File: src/sv/tpaf_pkg.sv
// Types and constants of the triac phase-angle firing unit.
package tpaf_pkg;

  localparam int unsigned SINCE_EDGE_BITS_DEF = 18;

  // Configuration register indexes
  localparam int unsigned CFG_IDX_BITS = 3;
  localparam logic [CFG_IDX_BITS-1:0] CFG_OUTPUT_ON = 3'd0;
  localparam logic [CFG_IDX_BITS-1:0] CFG_POWER     = 3'd1;
  localparam logic [CFG_IDX_BITS-1:0] CFG_HALF      = 3'd2;
  localparam logic [CFG_IDX_BITS-1:0] CFG_MIN_DELAY = 3'd3;
  localparam logic [CFG_IDX_BITS-1:0] CFG_PULSE     = 3'd4;
  localparam int unsigned CFG_DATA_BITS = 16;

  // Register reset values
  localparam logic [15:0] HALF_RST  = 16'd10000;
  localparam logic [15:0] MIN_RST   = 16'd500;
  localparam logic [11:0] PULSE_RST = 12'd100;

  // Period filter and mains detection
  localparam int unsigned PERIOD_LOW    = 17000;
  localparam int unsigned PERIOD_HIGH   = 23000;
  localparam int unsigned PRESENT_LIMIT = 200000;
  localparam int unsigned FULL_POWER    = 100;

  // x / 100 as (x * RECIP_100) >> RECIP_SHIFT, exact for x < 2^30 / 76
  localparam int unsigned RECIP_SHIFT = 30;
  localparam logic [23:0] RECIP_100   = 24'd10737419;

  // Cycles from a register write until the firing windows are current
  localparam int unsigned SETTLE_BITS = 3;
  localparam logic [SETTLE_BITS-1:0] CFG_SETTLE = 3'd5;

  // Firing windows relative to the last edge: [start, end)
  typedef struct packed {
    logic [15:0] win1_start;
    logic [16:0] win1_end;
    logic [16:0] win2_start;
    logic [17:0] win2_end;
  } win_t;

endpackage

File: src/sv/tpaf_delay_calc.sv
// Pipelined firing-delay calculation from the configuration registers.
module tpaf_delay_calc (
  input  logic               clk_i,
  input  logic [6:0]         power_i,
  input  logic [15:0]        half_i,
  input  logic [15:0]        min_delay_i,
  input  logic [11:0]        pulse_i,
  output tpaf_pkg::win_t     win_o
);

  logic [6:0]         pclamp;
  logic [6:0]         neg_pow;
  logic signed [16:0] span;
  logic signed [23:0] prod_d, prod_q;
  logic [22:0]        prod_abs;
  logic [46:0]        recip_full;
  logic [15:0]        quot_d, quot_q;
  logic               neg_d, neg_q;
  logic [15:0]        delay_d, delay_q;
  tpaf_pkg::win_t     win_d, win_q;

  // stage 1: (100 - p) * (half - min), both operands widened to the product width
  always_comb begin
    pclamp  = (power_i > 7'(tpaf_pkg::FULL_POWER)) ? 7'(tpaf_pkg::FULL_POWER) : power_i;
    neg_pow = 7'(tpaf_pkg::FULL_POWER) - pclamp;
    span    = $signed({1'b0, half_i}) - $signed({1'b0, min_delay_i});
    prod_d  = $signed({17'd0, neg_pow}) * $signed({{7{span[16]}}, span});
  end

  // stage 2: divide magnitude by 100, truncation toward zero
  always_comb begin
    prod_abs   = prod_q[23] ? 23'(-prod_q) : prod_q[22:0];
    recip_full = 47'(prod_abs) * 47'(tpaf_pkg::RECIP_100);
    quot_d     = recip_full[tpaf_pkg::RECIP_SHIFT +: 16];
    neg_d      = prod_q[23];
  end

  // stage 3: add minimum delay
  assign delay_d = neg_q ? (min_delay_i - quot_q) : (min_delay_i + quot_q);

  // stage 4: window bounds
  always_comb begin
    win_d.win1_start = delay_q;
    win_d.win1_end   = 17'(delay_q) + 17'(pulse_i);
    win_d.win2_start = 17'(delay_q) + 17'(half_i);
    win_d.win2_end   = 18'(delay_q) + 18'(half_i) + 18'(pulse_i);
  end

  always_ff @(posedge clk_i) begin
    prod_q  <= prod_d;
    quot_q  <= quot_d;
    neg_q   <= neg_d;
    delay_q <= delay_d;
    win_q   <= win_d;
  end

  assign win_o = win_q;

endmodule

File: src/sv/triac_phase_angle_firing_unit.sv
// Top level of the triac phase-angle firing unit.
//
//   channel  | handshake                   | payload
//   ---------+-----------------------------+-----------------------------------------
//   input    | in_valid_i / in_ready_o     | zcd_edge_i
//   result   | out_valid_o / out_ready_i   | gate_o, ac_period_us_o, mains_present_o
//   config   | cfg_valid_i / cfg_ready_o   | cfg_index_i, cfg_data_i
//
// One item per cycle unless held off; each result is valid the cycle after its tick.
// The tick counter, period filter and gate compare are one combinational pass into the
// result register; the firing delay comes from a four-stage pipeline fed by the registers.
// After reset and after each register write the input is held off while
// that pipeline settles. Config writes are always taken.
// A stalled result holds the input off; it resumes the cycle the result is taken.
module triac_phase_angle_firing_unit #(
  parameter int unsigned SINCE_EDGE_BITS = tpaf_pkg::SINCE_EDGE_BITS_DEF
) (
  input  logic                              clk_i,
  input  logic                              rst_ni,
  // tick items
  input  logic                              in_valid_i,
  output logic                              in_ready_o,
  input  logic                              zcd_edge_i,
  // result items
  output logic                              out_valid_o,
  input  logic                              out_ready_i,
  output logic                              gate_o,
  output logic [14:0]                       ac_period_us_o,
  output logic                              mains_present_o,
  // register writes
  input  logic                              cfg_valid_i,
  output logic                              cfg_ready_o,
  input  logic [tpaf_pkg::CFG_IDX_BITS-1:0] cfg_index_i,
  input  logic [tpaf_pkg::CFG_DATA_BITS-1:0] cfg_data_i
);

  localparam int unsigned T = SINCE_EDGE_BITS;

  // registers
  logic        output_on_q;
  logic [6:0]  power_q;
  logic [15:0] half_q;
  logic [15:0] min_delay_q;
  logic [11:0] pulse_q;

  logic [tpaf_pkg::SETTLE_BITS-1:0] settle_q, settle_d;

  // tick state
  logic [T-1:0] ticks_q, ticks_d;
  logic [14:0]  filt_q, filt_d;

  // result register
  logic        out_valid_q, out_valid_d;
  logic        gate_q, gate_d;
  logic        present_q, present_d;

  logic           in_acc;
  logic           cfg_acc;
  logic [T-1:0]   ticks_inc;
  logic [18:0]    filt_sum;
  logic           in_window;
  logic           fire_en;
  tpaf_pkg::win_t win;

  tpaf_delay_calc u_delay (
    .clk_i       (clk_i),
    .power_i     (power_q),
    .half_i      (half_q),
    .min_delay_i (min_delay_q),
    .pulse_i     (pulse_q),
    .win_o       (win)
  );

  assign cfg_ready_o = 1'b1;
  assign cfg_acc     = cfg_valid_i & cfg_ready_o;

  // take a tick when the windows are current and the result slot frees up
  assign in_ready_o = (settle_q == '0) & (~out_valid_q | out_ready_i);
  assign in_acc     = in_valid_i & in_ready_o;

  always_comb begin
    settle_d = settle_q;
    if (cfg_acc) begin
      settle_d = tpaf_pkg::CFG_SETTLE;
    end else if (settle_q != '0) begin
      settle_d = settle_q - 1'b1;
    end
  end

  // tick pass: count, measure, filter, fire
  always_comb begin
    ticks_inc = (ticks_q == '1) ? ticks_q : ticks_q + 1'b1;
    in_window = (ticks_inc > T'(tpaf_pkg::PERIOD_LOW)) &&
                (ticks_inc < T'(tpaf_pkg::PERIOD_HIGH));
    // (7*old + new) >> 3
    filt_sum  = {1'b0, filt_q, 3'b000} - 19'(filt_q) + 19'(ticks_inc[14:0]);

    ticks_d = ticks_inc;
    filt_d  = filt_q;
    if (zcd_edge_i) begin
      if (in_window) begin
        filt_d = (filt_q == '0) ? ticks_inc[14:0] : filt_sum[17:3];
      end
      ticks_d = '0;
    end

    fire_en = output_on_q & (power_q != '0);
    gate_d  = fire_en &&
              (((ticks_d >= T'(win.win1_start)) && (ticks_d < T'(win.win1_end))) ||
               ((ticks_d >= T'(win.win2_start)) && (ticks_d < T'(win.win2_end))));
    present_d = (filt_d != '0) && (ticks_d < T'(tpaf_pkg::PRESENT_LIMIT));
  end

  always_comb begin
    out_valid_d = out_valid_q;
    if (in_acc) begin
      out_valid_d = 1'b1;
    end else if (out_ready_i) begin
      out_valid_d = 1'b0;
    end
  end

  always_ff @(posedge clk_i or negedge rst_ni) begin
    if (!rst_ni) begin
      output_on_q <= 1'b0;
      power_q     <= '0;
      half_q      <= tpaf_pkg::HALF_RST;
      min_delay_q <= tpaf_pkg::MIN_RST;
      pulse_q     <= tpaf_pkg::PULSE_RST;
      settle_q    <= tpaf_pkg::CFG_SETTLE;
      ticks_q     <= '1;
      filt_q      <= '0;
      out_valid_q <= 1'b0;
    end else begin
      settle_q    <= settle_d;
      out_valid_q <= out_valid_d;
      if (cfg_acc) begin
        unique case (cfg_index_i)
          tpaf_pkg::CFG_OUTPUT_ON: output_on_q <= cfg_data_i[0];
          tpaf_pkg::CFG_POWER:     power_q     <= cfg_data_i[6:0];
          tpaf_pkg::CFG_HALF:      half_q      <= cfg_data_i;
          tpaf_pkg::CFG_MIN_DELAY: min_delay_q <= cfg_data_i;
          tpaf_pkg::CFG_PULSE:     pulse_q     <= cfg_data_i[11:0];
          default: ; // unknown index, write dropped
        endcase
      end
      if (in_acc) begin
        ticks_q <= ticks_d;
        filt_q  <= filt_d;
      end
    end
  end

  // result payload
  always_ff @(posedge clk_i) begin
    if (in_acc) begin
      gate_q    <= gate_d;
      present_q <= present_d;
    end
  end

  assign out_valid_o     = out_valid_q;
  assign gate_o          = gate_q;
  assign ac_period_us_o  = filt_q;
  assign mains_present_o = present_q;

endmodule

File: config.mk
export PLATFORM = sky130hd
export DESIGN_NAME = triac_phase_angle_firing_unit
export DESIGN_NICKNAME = d
export VERILOG_FILES = /design/src/sv/tpaf_pkg.sv /design/src/sv/tpaf_delay_calc.sv /design/src/sv/triac_phase_angle_firing_unit.sv
export SDC_FILE = /design/constraint.sdc
export NUM_CORES = 1
export LEC_CHECK = 0
export BUFFER_PORTS_ARGS = -buffer_cell sky130_fd_sc_hd__buf_4
export CAP_MARGIN = 20
export CORE_AREA = 2 2 209 211
export DETAILED_ROUTE_END_ITERATION = 6
export DIE_AREA = 0 0 211 213
export PLACE_DENSITY_LB_ADDON = 0.05
export REMOVE_ABC_BUFFERS = 1
export SYNTH_ARGS = -nofsm -noshare
export SYNTH_HDL_FRONTEND = slang
export SYNTH_HIERARCHICAL = 1
export SYNTH_SLANG_ARGS = --single-unit
File: constraint.sdc
create_clock -name clk_i -period 9.7 [get_ports clk_i]
set_input_delay 0.485 -clock clk_i [delete_from_list [all_inputs] [get_ports clk_i]]
set_output_delay 0.485 -clock clk_i [all_outputs]
set_load 0.02 [all_outputs]
Word level (Yosys, flattened, before mapping) --
Index checks and enable logic that the tools add are counted.
Word-level totals: output and inout bits 20, logic and storage cells 83, register bits after elaboration 216
Operators by class: muxes and demuxes 12, magnitude comparators 8, reduce and logical (&&, ||, !) cells 19, bitwise gates (word level) 5, equal/unequal tests 5, add/subtract/negate cells 13, $mul 2
Operators by type and width (count):
- 23-bit by 24-bit multiplier with 46-bit output (second input constant) | 1
- 15-bit 2-to-1 mux | 3
- 18-bit 2-to-1 mux | 2
- 16-bit by 16-bit adder with 17-bit output | 2
- 8-bit by 17-bit multiplier with 24-bit output | 1
- 23-bit 2-to-1 mux | 1
- 23-bit negator | 1
- 18-bit by 1-bit adder with 18-bit output (second input constant) | 1
- 18-bit by 12-bit adder with 18-bit output | 1
- 18-bit by 15-bit adder with 18-bit output | 1
- 18-bit equality test (second input constant) | 1
- 18-bit by 16-bit >= comparator with 1-bit output | 1
- 18-bit by 17-bit >= comparator with 1-bit output | 1
- 18-bit by 15-bit > comparator with 1-bit output (second input constant) | 1
- 18-bit by 15-bit < comparator with 1-bit output (second input constant) | 1
- 18-bit by 17-bit < comparator with 1-bit output | 1
- 18-bit < comparator | 1
- 18-bit < comparator (second input constant) | 1
- 18-bit by 15-bit subtractor with 18-bit output | 1
- 16-bit by 12-bit adder with 17-bit output | 1
- 16-bit by 16-bit subtractor with 17-bit output | 1
- 16-bit adder | 1
- 16-bit 2-to-1 mux | 1
- 16-bit subtractor | 1
- 21 further kinds | 36

Logic depth before layout (Yosys ltp) --
Gate-level depths: netlist of the first run.
word-level depth 8, gate-level depth with buffers 30

Hierarchy --
The synthesis of the first run kept the hierarchy.
By module, submodules not included:
- tpaf_delay_calc | cells an instance 2159, times used 1, area each 20265.7 um^2
- triac_phase_angle_firing_unit | cells an instance 830, times used 1, area each 7569.8 um^2

Worst setup path after synthesis of the first run --
Ideal clock, no wire load.
path kind reg2reg, start point register u_delay.prod_q[11], end point register u_delay.quot_q[11], period minus slack after synthesis 7.905 ns, slack 1.795 ns, arrival time 7.832 ns, path buffers 1, required time 9.628 ns, cell stages (with the launch flop) 28, cells stage by stage dfxtp_1 > or4_4 > or3_1 > or2_0 > buf_2 > o41a_1 > xor2_1 > ha_1 > xor2_1 > ha_1 > inv_1 > fa_1 > inv_1 > fa_1 > fa_1 > fa_1 > inv_1 > fa_1 > inv_1 > ha_1 > and4_1 > and2_1 > a311oi_1 > o22ai_1 > o31ai_1 > nand2_1 > a311oi_1 > xnor2_1
Between the ends: longest elaborated chain between the ends 3
Ends and longest elaborated chain:
- start, declared | line tpaf_delay_calc.sv:14 | logic signed [23:0] prod_d, prod_q;
- start signal, assigned | line tpaf_delay_calc.sv:50 | prod_q <= prod_d;
- 23-bit negator | line tpaf_delay_calc.sv:32 | prod_abs = prod_q[23] ? 23'(-prod_q) : prod_q[22:0];
- 23-bit 2-to-1 mux * | line tpaf_delay_calc.sv:32
- 23-bit by 24-bit multiplier with 46-bit output * | line tpaf_delay_calc.sv:33 | recip_full = 47'(prod_abs) * 47'(tpaf_pkg::RECIP_100);
- net u_delay.recip_full[41] | line tpaf_delay_calc.sv:16 | logic [46:0] recip_full;
- end signal, assigned | line tpaf_delay_calc.sv:51 | quot_q <= quot_d;
- end, declared | line tpaf_delay_calc.sv:17 | logic [15:0] quot_d, quot_q;
Mark *: on every way through the listed nets, which the timed path passes. The rest lies on a longest branch. A chain may end at the register's enable or synchronous reset.

Final worst setup path of the first run --
start point register u_delay.prod_q[3], end point register u_delay.quot_q[14]
The elaborated chain is that of the path after synthesis.

==> metrics.txt, run 1 <==
# TYPE chip_impl_metric gauge
chip_impl_info{name="run_status",value="completed"} 1
chip_impl_metric{name="finalSetupViolCount",unit=""} 0
chip_impl_info{name="critPathKind",value="reg2reg"} 1
chip_impl_metric{name="period_share",unit="%"} 90.0
chip_impl_metric{name="totalWireLength",unit="microns"} 73700
chip_impl_metric{name="postCtsResizedCells",unit=""} 0
chip_impl_metric{name="netlist_instances",unit=""} 2989
chip_impl_metric{name="core_area",unit="sq um"} 42700
chip_impl_metric{name="worst_skew_pair.late_latency",unit="ps"} 540
chip_impl_metric{name="dieWidth",unit="microns"} 211
chip_impl_metric{name="crit_path_max_incr_delay",unit="ps"} 600
chip_impl_metric{name="ys_ff_latch",unit=""} 216
chip_impl_metric{name="arrival",unit="ps"} 9140
chip_impl_metric{name="report.final.hold_viol_count",unit=""} 0
chip_impl_metric{name="postRouteAntennaNets",unit=""} 0
chip_impl_metric{name="gr-total-overflow",unit=""} 0
chip_impl_metric{name="routedWlPerCell",unit="microns"} 20.4
chip_impl_metric{name="ys_types",unit=""} 88
chip_impl_metric{name="synthesis.yosys.warnings",unit=""} 6
chip_impl_metric{name="place.port_buffers",unit=""} 43
chip_impl_info{name="rsz0062_at_grt",value="false"} 1
chip_impl_metric{name="clk_pin_slew",unit="ps"} 60
chip_impl_metric{name="buffer_count_from_post_cts_setup_fixing",unit=""} 0
chip_impl_metric{name="place.gp.congestion",unit=""} 0.986
chip_impl_info{name="crit_top_cell",value="sky130_fd_sc_hd__fa_1"} 1
chip_impl_metric{name="synth.avg_cell_area",unit="sq um"} 9.31
chip_impl_metric{name="post_layout_nonfiller_instances",unit=""} 3615
chip_impl_metric{name="post_drt_via_cell_ratio",unit=""} 5.89
chip_impl_metric{name="depth_of_the_cts_h_tree",unit=""} 1
chip_impl_metric{name="fin_tns_setup",unit="ps"} 0
chip_impl_metric{name="n_fill_cell",unit=""} 3382
chip_impl_metric{name="synth.cell_area",unit="sq um"} 27800
chip_impl_info{name="hold_path_class",value="in2reg"} 1
chip_impl_metric{name="dieArea",unit="sq um"} 44900
chip_impl_metric{name="worst_clock_skew",unit="ps"} 18.7
chip_impl_metric{name="final_max_slew_violation_count",unit=""} 0
chip_impl_metric{name="share_of_synthesized_flip_flops_with_an_asynchronous_set_or_reset",unit="%"} 41.2
chip_impl_metric{name="ys_seq_area_share",unit="%"} 17.4
chip_impl_metric{name="syn_to_final_growth",unit="%"} 6.65
chip_impl_metric{name="detailed_router_s_first_iteration_violation_count",unit=""} 1366
chip_impl_metric{name="numClockSinks",unit=""} 216
chip_impl_metric{name="grt_pass1_vias",unit=""} 21800
chip_impl_metric{name="total_number_of_placement_rows",unit=""} 76
chip_impl_metric{name="rr_worst_depth",unit=""} 26
chip_impl_metric{name="place.detailed.hpwl",unit="microns"} 63300
chip_impl_metric{name="slew_headroom",unit="%"} 25.5
chip_impl_info{name="cts_tree",value="built"} 1
chip_impl_metric{name="antenna_found_initial",unit=""} 0
chip_impl_metric{name="placed_insts",unit=""} 3567
chip_impl_metric{name="vias",unit=""} 21300
chip_impl_info{name="startpoint_type",value="flop"} 1
chip_impl_metric{name="layout_min_cycle_time",unit="ps"} 8730
chip_impl_metric{name="cap_viol_max_count",unit=""} 0
chip_impl_metric{name="wire_length_of_the_first_global_routing_pass",unit="microns"} 117000
chip_impl_metric{name="cts_hold_buffers",unit=""} 1
chip_impl_metric{name="diodes",unit=""} 0
chip_impl_metric{name="timing_worst_slew_pin_value",unit="ps"} 1110
chip_impl_metric{name="grt_start_max_net_pins",unit=""} 65
chip_impl_metric{name="finish.utilization",unit="%"} 69.5
chip_impl_metric{name="initial_utilization",unit="%"} 65.2
chip_impl_metric{name="cts-buffers-inserted",unit=""} 25
chip_impl_info{name="end_kind",value="flop"} 1
chip_impl_metric{name="final_layout_size_suffix_gt1_share",unit="%"} 8.31
chip_impl_metric{name="grt.total_usage",unit="%"} 33.9
chip_impl_info{name="cpMaxStageDelayCell",value="sky130_fd_sc_hd__o31ai_1"} 1
chip_impl_metric{name="critPathRequiredTime",unit="ps"} 10110
chip_impl_metric{name="critical_path.max_fanout",unit=""} 7
chip_impl_metric{name="clock_tree.buffer_depth",unit=""} 3
chip_impl_metric{name="synth_edf_count",unit=""} 2
chip_impl_info{name="cts-root-buf",value="sky130_fd_sc_hd__clkbuf_16"} 1
chip_impl_info{name="ys_dominant_reg_cell",value="sky130_fd_sc_hd__dfxtp_1"} 1
chip_impl_metric{name="worstHoldPathCells",unit=""} 2
chip_impl_metric{name="die_h",unit="microns"} 213
chip_impl_metric{name="floorplan.io_pins",unit=""} 45
chip_impl_metric{name="drt_pass1_iterations",unit=""} 5
chip_impl_metric{name="maxClockFrequency",unit="GHz"} 0.115
chip_impl_metric{name="drc",unit=""} 0
chip_impl_metric{name="num-nets-final",unit=""} 3839
-- flip-flops by register name (all words and copies together), names as in the netlist, 3 cells and up --
signal	count
ac_period_us_o	15
half_q	16
min_delay_q	16
power_q	7
pulse_q	12
settle_q	3
ticks_q	18
u_delay/delay_q	16
u_delay/prod_q	24
u_delay/quot_q	16
u_delay/win_o	68
-- metal layers --
metal  wire, microns  part of all wire, %  track usage, %
met5               0                    0               0
met4            4810                  6.5            18.9
met3            3180                  4.3            3.68
met2           37400                   51            61.0
met1           28300                   38            39.6
-- path summary, 6_finish.rpt --
kind                                          from                  to  slack [ps]
worst max-delay path             u_delay/prod_q[3]  u_delay/quot_q[14]         970
worst min-delay path                 cfg_data_i[3]      min_delay_q[3]         220
worst max register to register   u_delay/prod_q[3]  u_delay/quot_q[14]         970
worst min register to register  u_delay/delay_q[0]   u_delay/win_o[52]         430
max in group asynchronous                   rst_ni  ac_period_us_o[10]        8080
min in group asynchronous                   rst_ni   ac_period_us_o[0]         450
-- critical path, delay by kind of cell (launching register included) --
family	cells	cell delay, ps
xor gates and xnor gates	2	560
AOI/OAI and AO/OA	6	1840
DFF	1	340
buffers and inverters	4	230
and+or+nand+nor	6	1960
adders and majority gates	8	3670
-- cells in the mapped netlist, types with 27 or more instances --
master / number / area share (%)
sky130_fd_sc_hd__inv_1: 602 / 8.1
sky130_fd_sc_hd__ha_1: 450 / 20
sky130_fd_sc_hd__fa_1: 314 / 23
sky130_fd_sc_hd__nor2_1: 223 / 3.0
sky130_fd_sc_hd__dfxtp_1: 125 / 9.0
sky130_fd_sc_hd__a21oi_1: 123 / 2.2
sky130_fd_sc_hd__xnor2_1: 115 / 3.6
sky130_fd_sc_hd__nand2_1: 113 / 1.5
sky130_fd_sc_hd__o21ai_0: 80 / 1.4
sky130_fd_sc_hd__mux2_2: 59 / 2.4
sky130_fd_sc_hd__a21o_1: 58 / 1.6
sky130_fd_sc_hd__dfrtp_1: 55 / 4.9
sky130_fd_sc_hd__nor3_1: 49 / 0.88
sky130_fd_sc_hd__xor2_1: 47 / 1.5
sky130_fd_sc_hd__nand3_1: 45 / 0.81
sky130_fd_sc_hd__dfstp_2: 34 / 3.2
sky130_fd_sc_hd__o31ai_1: 32 / 0.86
sky130_fd_sc_hd__nand2b_1: 28 / 0.63
sky130_fd_sc_hd__a211oi_1: 27 / 0.73
sky130_fd_sc_hd__or2_2: 27 / 0.61
-- logic make-up after synthesis --
group                    after synthesis  synth area share (%)
buffers and inverters                643                  8.82
flip-flops                           216                  17.4
AO/OA/AOI/OAI                        476                  11.3
adder cells (fa/ha/maj)              764                  42.8
AND/OR/NAND/NOR                      656                  11.7
other                                  1                0.0135
XOR/XNOR                             163                  5.18
multiplexers                          70                  2.80
-- placed cells by master, fill, tap and decap left out, types with 24 or more instances in the layout --
cell	n
sky130_fd_sc_hd__nor3_1	48
sky130_fd_sc_hd__clkbuf_16	26
sky130_fd_sc_hd__nand2b_1	28
sky130_fd_sc_hd__xnor2_1	115
sky130_fd_sc_hd__dfrtp_1	55
sky130_fd_sc_hd__dfxtp_1	125
sky130_fd_sc_hd__xor2_1	46
sky130_fd_sc_hd__mux2_2	59
sky130_fd_sc_hd__a211oi_1	27
sky130_fd_sc_hd__nand3_1	45
sky130_fd_sc_hd__buf_4	73
sky130_fd_sc_hd__nor2b_1	26
sky130_fd_sc_hd__a21oi_1	123
sky130_fd_sc_hd__nor2_1	223
sky130_fd_sc_hd__o21ai_0	80
sky130_fd_sc_hd__nand4_1	24
sky130_fd_sc_hd__inv_1	602
sky130_fd_sc_hd__fa_1	314
sky130_fd_sc_hd__or2_2	27
sky130_fd_sc_hd__a21o_1	58
sky130_fd_sc_hd__dfstp_2	34
sky130_fd_sc_hd__o31ai_1	32
sky130_fd_sc_hd__and3_1	26
sky130_fd_sc_hd__nand2_1	113
sky130_fd_sc_hd__ha_1	450
-- layout make-up --
| class | instances | area [sq um] | share of cell area [%] |
|---|---|---|---|
| clock buffers | 34 | 691 | 2.33 |
| clock inverters | 12 | 70.1 | 0.236 |
| inverters | 602 | 2260 | 7.61 |
| multi-input cells | 2130 | 20600 | 69.3 |
| flip-flops and latches | 216 | 4830 | 16.3 |
| well taps | 546 | 683 | 2.30 |
| repair buffers | 75 | 586 | 1.97 |
-- through the flow --
stage | hold slack [ps] | instance area (sq um) | worst slack, ps
after floorplan | 189 | 27600 | 1830
after global placement | 422 | 28900 | 1250
after detailed placement | 423 | 28900 | 1110
after CTS | 205 | 29700 | 1060
after global routing | 210 | 29700 | 480
final | 223 | 29700 | 972
Power of run 1 is left out: the tool's default activity adds up to more than one toggle a clock period on the data nets, which glitch-free logic cannot reach.
==> run 2, diff against run 1 <==
BUFFER_PORTS_ARGS = not set   (was -buffer_cell sky130_fd_sc_hd__buf_4)
CORE_AREA = 2 2 207 209   (was 2 2 209 211)
DIE_AREA = 0 0 209 211   (was 0 0 211 213)
DONT_BUFFER_PORTS = 1   (was not set)
==> metrics.txt, run 2 (same netlist as run 1, synthesis figures left out) <==
# TYPE chip_impl_metric gauge
chip_impl_info{name="run_status",value="completed"} 1
chip_impl_metric{name="timing_worst_slew_pin_value",unit="ps"} 1050
chip_impl_info{name="critical_path_origin",value="u_delay/prod_q[3]"} 1
chip_impl_metric{name="floorplan.io_pins",unit=""} 45
chip_impl_info{name="worstPathCellList",value="nor4_2 -> nand4b_1 -> or2_0 -> o41a_1 -> xor2_1 -> fa_1 -> xor2_1 -> ha_1 -> fa_1 -> fa_1 -> inv_1 -> fa_1 -> inv_1 -> fa_1 -> ha_1 -> ha_1 -> nand2_1 -> or3_1 -> a2111oi_0 -> o31ai_1 -> buf_4 -> nand2_1 -> a41oi_1 -> o311ai_0"} 1
chip_impl_info{name="global_route.peak_usage_layer",value="met2"} 1
chip_impl_metric{name="clock_tree.buffer_depth",unit=""} 3
chip_impl_metric{name="period_share",unit="%"} 88.7
chip_impl_metric{name="critPathRequiredTime",unit="ps"} 10110
chip_impl_metric{name="layout_min_cycle_time",unit="ps"} 8610
chip_impl_info{name="cpMaxStageDelayCell",value="sky130_fd_sc_hd__fa_1"} 1
chip_impl_metric{name="tightest_hold_margin",unit="ps"} 33.1
chip_impl_metric{name="numClockSinks",unit=""} 216
chip_impl_metric{name="globalRouteMet2Util",unit="%"} 57.1
chip_impl_info{name="worst_hold_startpoint",value="zcd_edge_i"} 1
chip_impl_info{name="layout_common_cells",value="602 x sky130_fd_sc_hd__inv_1, 450 x sky130_fd_sc_hd__ha_1, 314 x sky130_fd_sc_hd__fa_1"} 1
chip_impl_metric{name="worstHoldPathCells",unit=""} 1
chip_impl_metric{name="grt.total_usage",unit="%"} 33.5
chip_impl_metric{name="final_layout_size_suffix_gt1_share",unit="%"} 6.76
chip_impl_info{name="cts_tree",value="built"} 1
chip_impl_info{name="cts-root-buf",value="sky130_fd_sc_hd__clkbuf_16"} 1
chip_impl_metric{name="place.detailed.hpwl",unit="microns"} 60100
chip_impl_metric{name="largest_register_ffs",unit=""} 68
chip_impl_metric{name="report.final.hold_viol_count",unit=""} 0
chip_impl_metric{name="postCtsResizedCells",unit=""} 0
chip_impl_metric{name="depth_of_the_cts_h_tree",unit=""} 1
chip_impl_metric{name="post_drt_via_cell_ratio",unit=""} 5.94
chip_impl_info{name="hold_path_class",value="in2reg"} 1
chip_impl_metric{name="final_cell_area",unit="sq um"} 29400
chip_impl_metric{name="critical_path.max_fanout",unit=""} 6
chip_impl_metric{name="n_fill_cell",unit=""} 3281
chip_impl_metric{name="finalSetupViolCount",unit=""} 0
chip_impl_metric{name="cts_hold_buffers",unit=""} 5
chip_impl_metric{name="initial_utilization",unit="%"} 66.7
chip_impl_metric{name="cts-buffers-inserted",unit=""} 25
chip_impl_metric{name="vias",unit=""} 21100
chip_impl_metric{name="routedWlPerCell",unit="microns"} 20.1
chip_impl_metric{name="globalRouteMet1Util",unit="%"} 44.6
chip_impl_metric{name="critical_path.n_buffers_inverters",unit=""} 3
chip_impl_metric{name="placement.cell_area",unit="sq um"} 28500
chip_impl_metric{name="drc",unit=""} 0
chip_impl_metric{name="num-nets-final",unit=""} 3791
chip_impl_info{name="startpoint_type",value="flop"} 1
chip_impl_metric{name="diodes",unit=""} 0
chip_impl_info{name="timing.rr.start",value="u_delay/prod_q[3]"} 1
chip_impl_metric{name="buffer_count_from_post_cts_setup_fixing",unit=""} 0
chip_impl_info{name="critPathKind",value="reg2reg"} 1
chip_impl_metric{name="worst_skew_pair.late_latency",unit="ps"} 540
chip_impl_metric{name="place.port_buffers",unit=""} 0
chip_impl_metric{name="postRouteAntennaNets",unit=""} 0
chip_impl_info{name="rsz0062_at_grt",value="false"} 1
chip_impl_metric{name="rr_worst_depth",unit=""} 24
chip_impl_metric{name="maxClockFrequency",unit="GHz"} 0.116
chip_impl_metric{name="arrival",unit="ps"} 9020
chip_impl_metric{name="place_ws",unit="ps"} 1210
chip_impl_info{name="critical-path-top-delay-family",value="adder cells"} 1
chip_impl_metric{name="die_h",unit="microns"} 211
chip_impl_metric{name="wire_length_of_the_first_global_routing_pass",unit="microns"} 116000
chip_impl_info{name="mostFrequentLayoutCell",value="sky130_fd_sc_hd__inv_1"} 1
chip_impl_metric{name="postLayoutSetupSlackWorst",unit="ps"} 1090
chip_impl_metric{name="detailed_router_s_first_iteration_violation_count",unit=""} 1467
chip_impl_metric{name="worst_clock_skew",unit="ps"} 22.0
chip_impl_metric{name="gr-total-overflow",unit=""} 0
chip_impl_metric{name="place.gp.congestion",unit=""} 0.986
chip_impl_metric{name="antenna_found_initial",unit=""} 1
chip_impl_metric{name="dieArea",unit="sq um"} 44100
chip_impl_metric{name="syn_to_final_growth",unit="%"} 5.74
chip_impl_metric{name="totalWireLength",unit="microns"} 71500
chip_impl_metric{name="cp_num_cells",unit=""} 24
chip_impl_metric{name="grt_pass1_vias",unit=""} 21800
chip_impl_metric{name="drt_pass1_iterations",unit=""} 5
chip_impl_metric{name="grt.met3_usage",unit="%"} 5.14
chip_impl_metric{name="total_number_of_placement_rows",unit=""} 75
chip_impl_metric{name="crit_path_max_incr_delay",unit="ps"} 570
chip_impl_metric{name="clk_pin_slew",unit="ps"} 60
chip_impl_metric{name="cap_viol_max_count",unit=""} 0
chip_impl_metric{name="final_max_slew_violation_count",unit=""} 0
chip_impl_info{name="crit_top_cell",value="sky130_fd_sc_hd__fa_1"} 1
chip_impl_metric{name="core_area",unit="sq um"} 41800
chip_impl_metric{name="dieWidth",unit="microns"} 209
chip_impl_metric{name="grt_start_max_net_pins",unit=""} 90
chip_impl_metric{name="fin_tns_setup",unit="ps"} 0
chip_impl_metric{name="slew_headroom",unit="%"} 29.7
chip_impl_info{name="end_kind",value="flop"} 1
chip_impl_metric{name="regToRegSetupSlack",unit="ps"} 1090
==> run 2: layout make-up <==
| type | instances | area, sq um | share of cell area (%) |
|---|---|---|---|
| Sequential cell | 216 | 4830 | 16.4 |
| Clock inverter | 9 | 133 | 0.451 |
| Inverter | 602 | 2260 | 7.68 |
| Multi-Input combinational cell | 2130 | 20600 | 69.9 |
| Tap cell | 539 | 674 | 2.29 |
| Clock buffer | 35 | 724 | 2.46 |
| Timing Repair Buffer | 27 | 236 | 0.803 |
==> run 2: stage by stage <==
step / utilization [%] / cells
3_3_place_gp: 68.2 / 3508
2_1_floorplan: - / 2948
6_report: 70.5 / 3558
3_5_place_dp: 68.2 / 3508
5_1_grt: 70.5 / 3558
4_1_cts: 70.5 / 3557
==> run 2: final timing paths <==
| check | to |
|---|---|
| min | ticks_q[2] |
| max reg2reg | u_delay/quot_q[14] |
| min reg2reg | u_delay/win_o[56] |
| max | u_delay/quot_q[14] |
| min in group asynchronous | settle_q[1] |
| max in group asynchronous | ticks_q[2] |
==> run 2: per-layer routing <==
metal  up-vias  part of all wire, %  wire [microns]
met1     10400                   43           30900
met2       642                   47           34000
met4         2                  3.0            2150
met5         -                0.018              13
li1       9930                    -               -
met3       108                  6.3            4530
Power of run 2 is left out for the same reason.
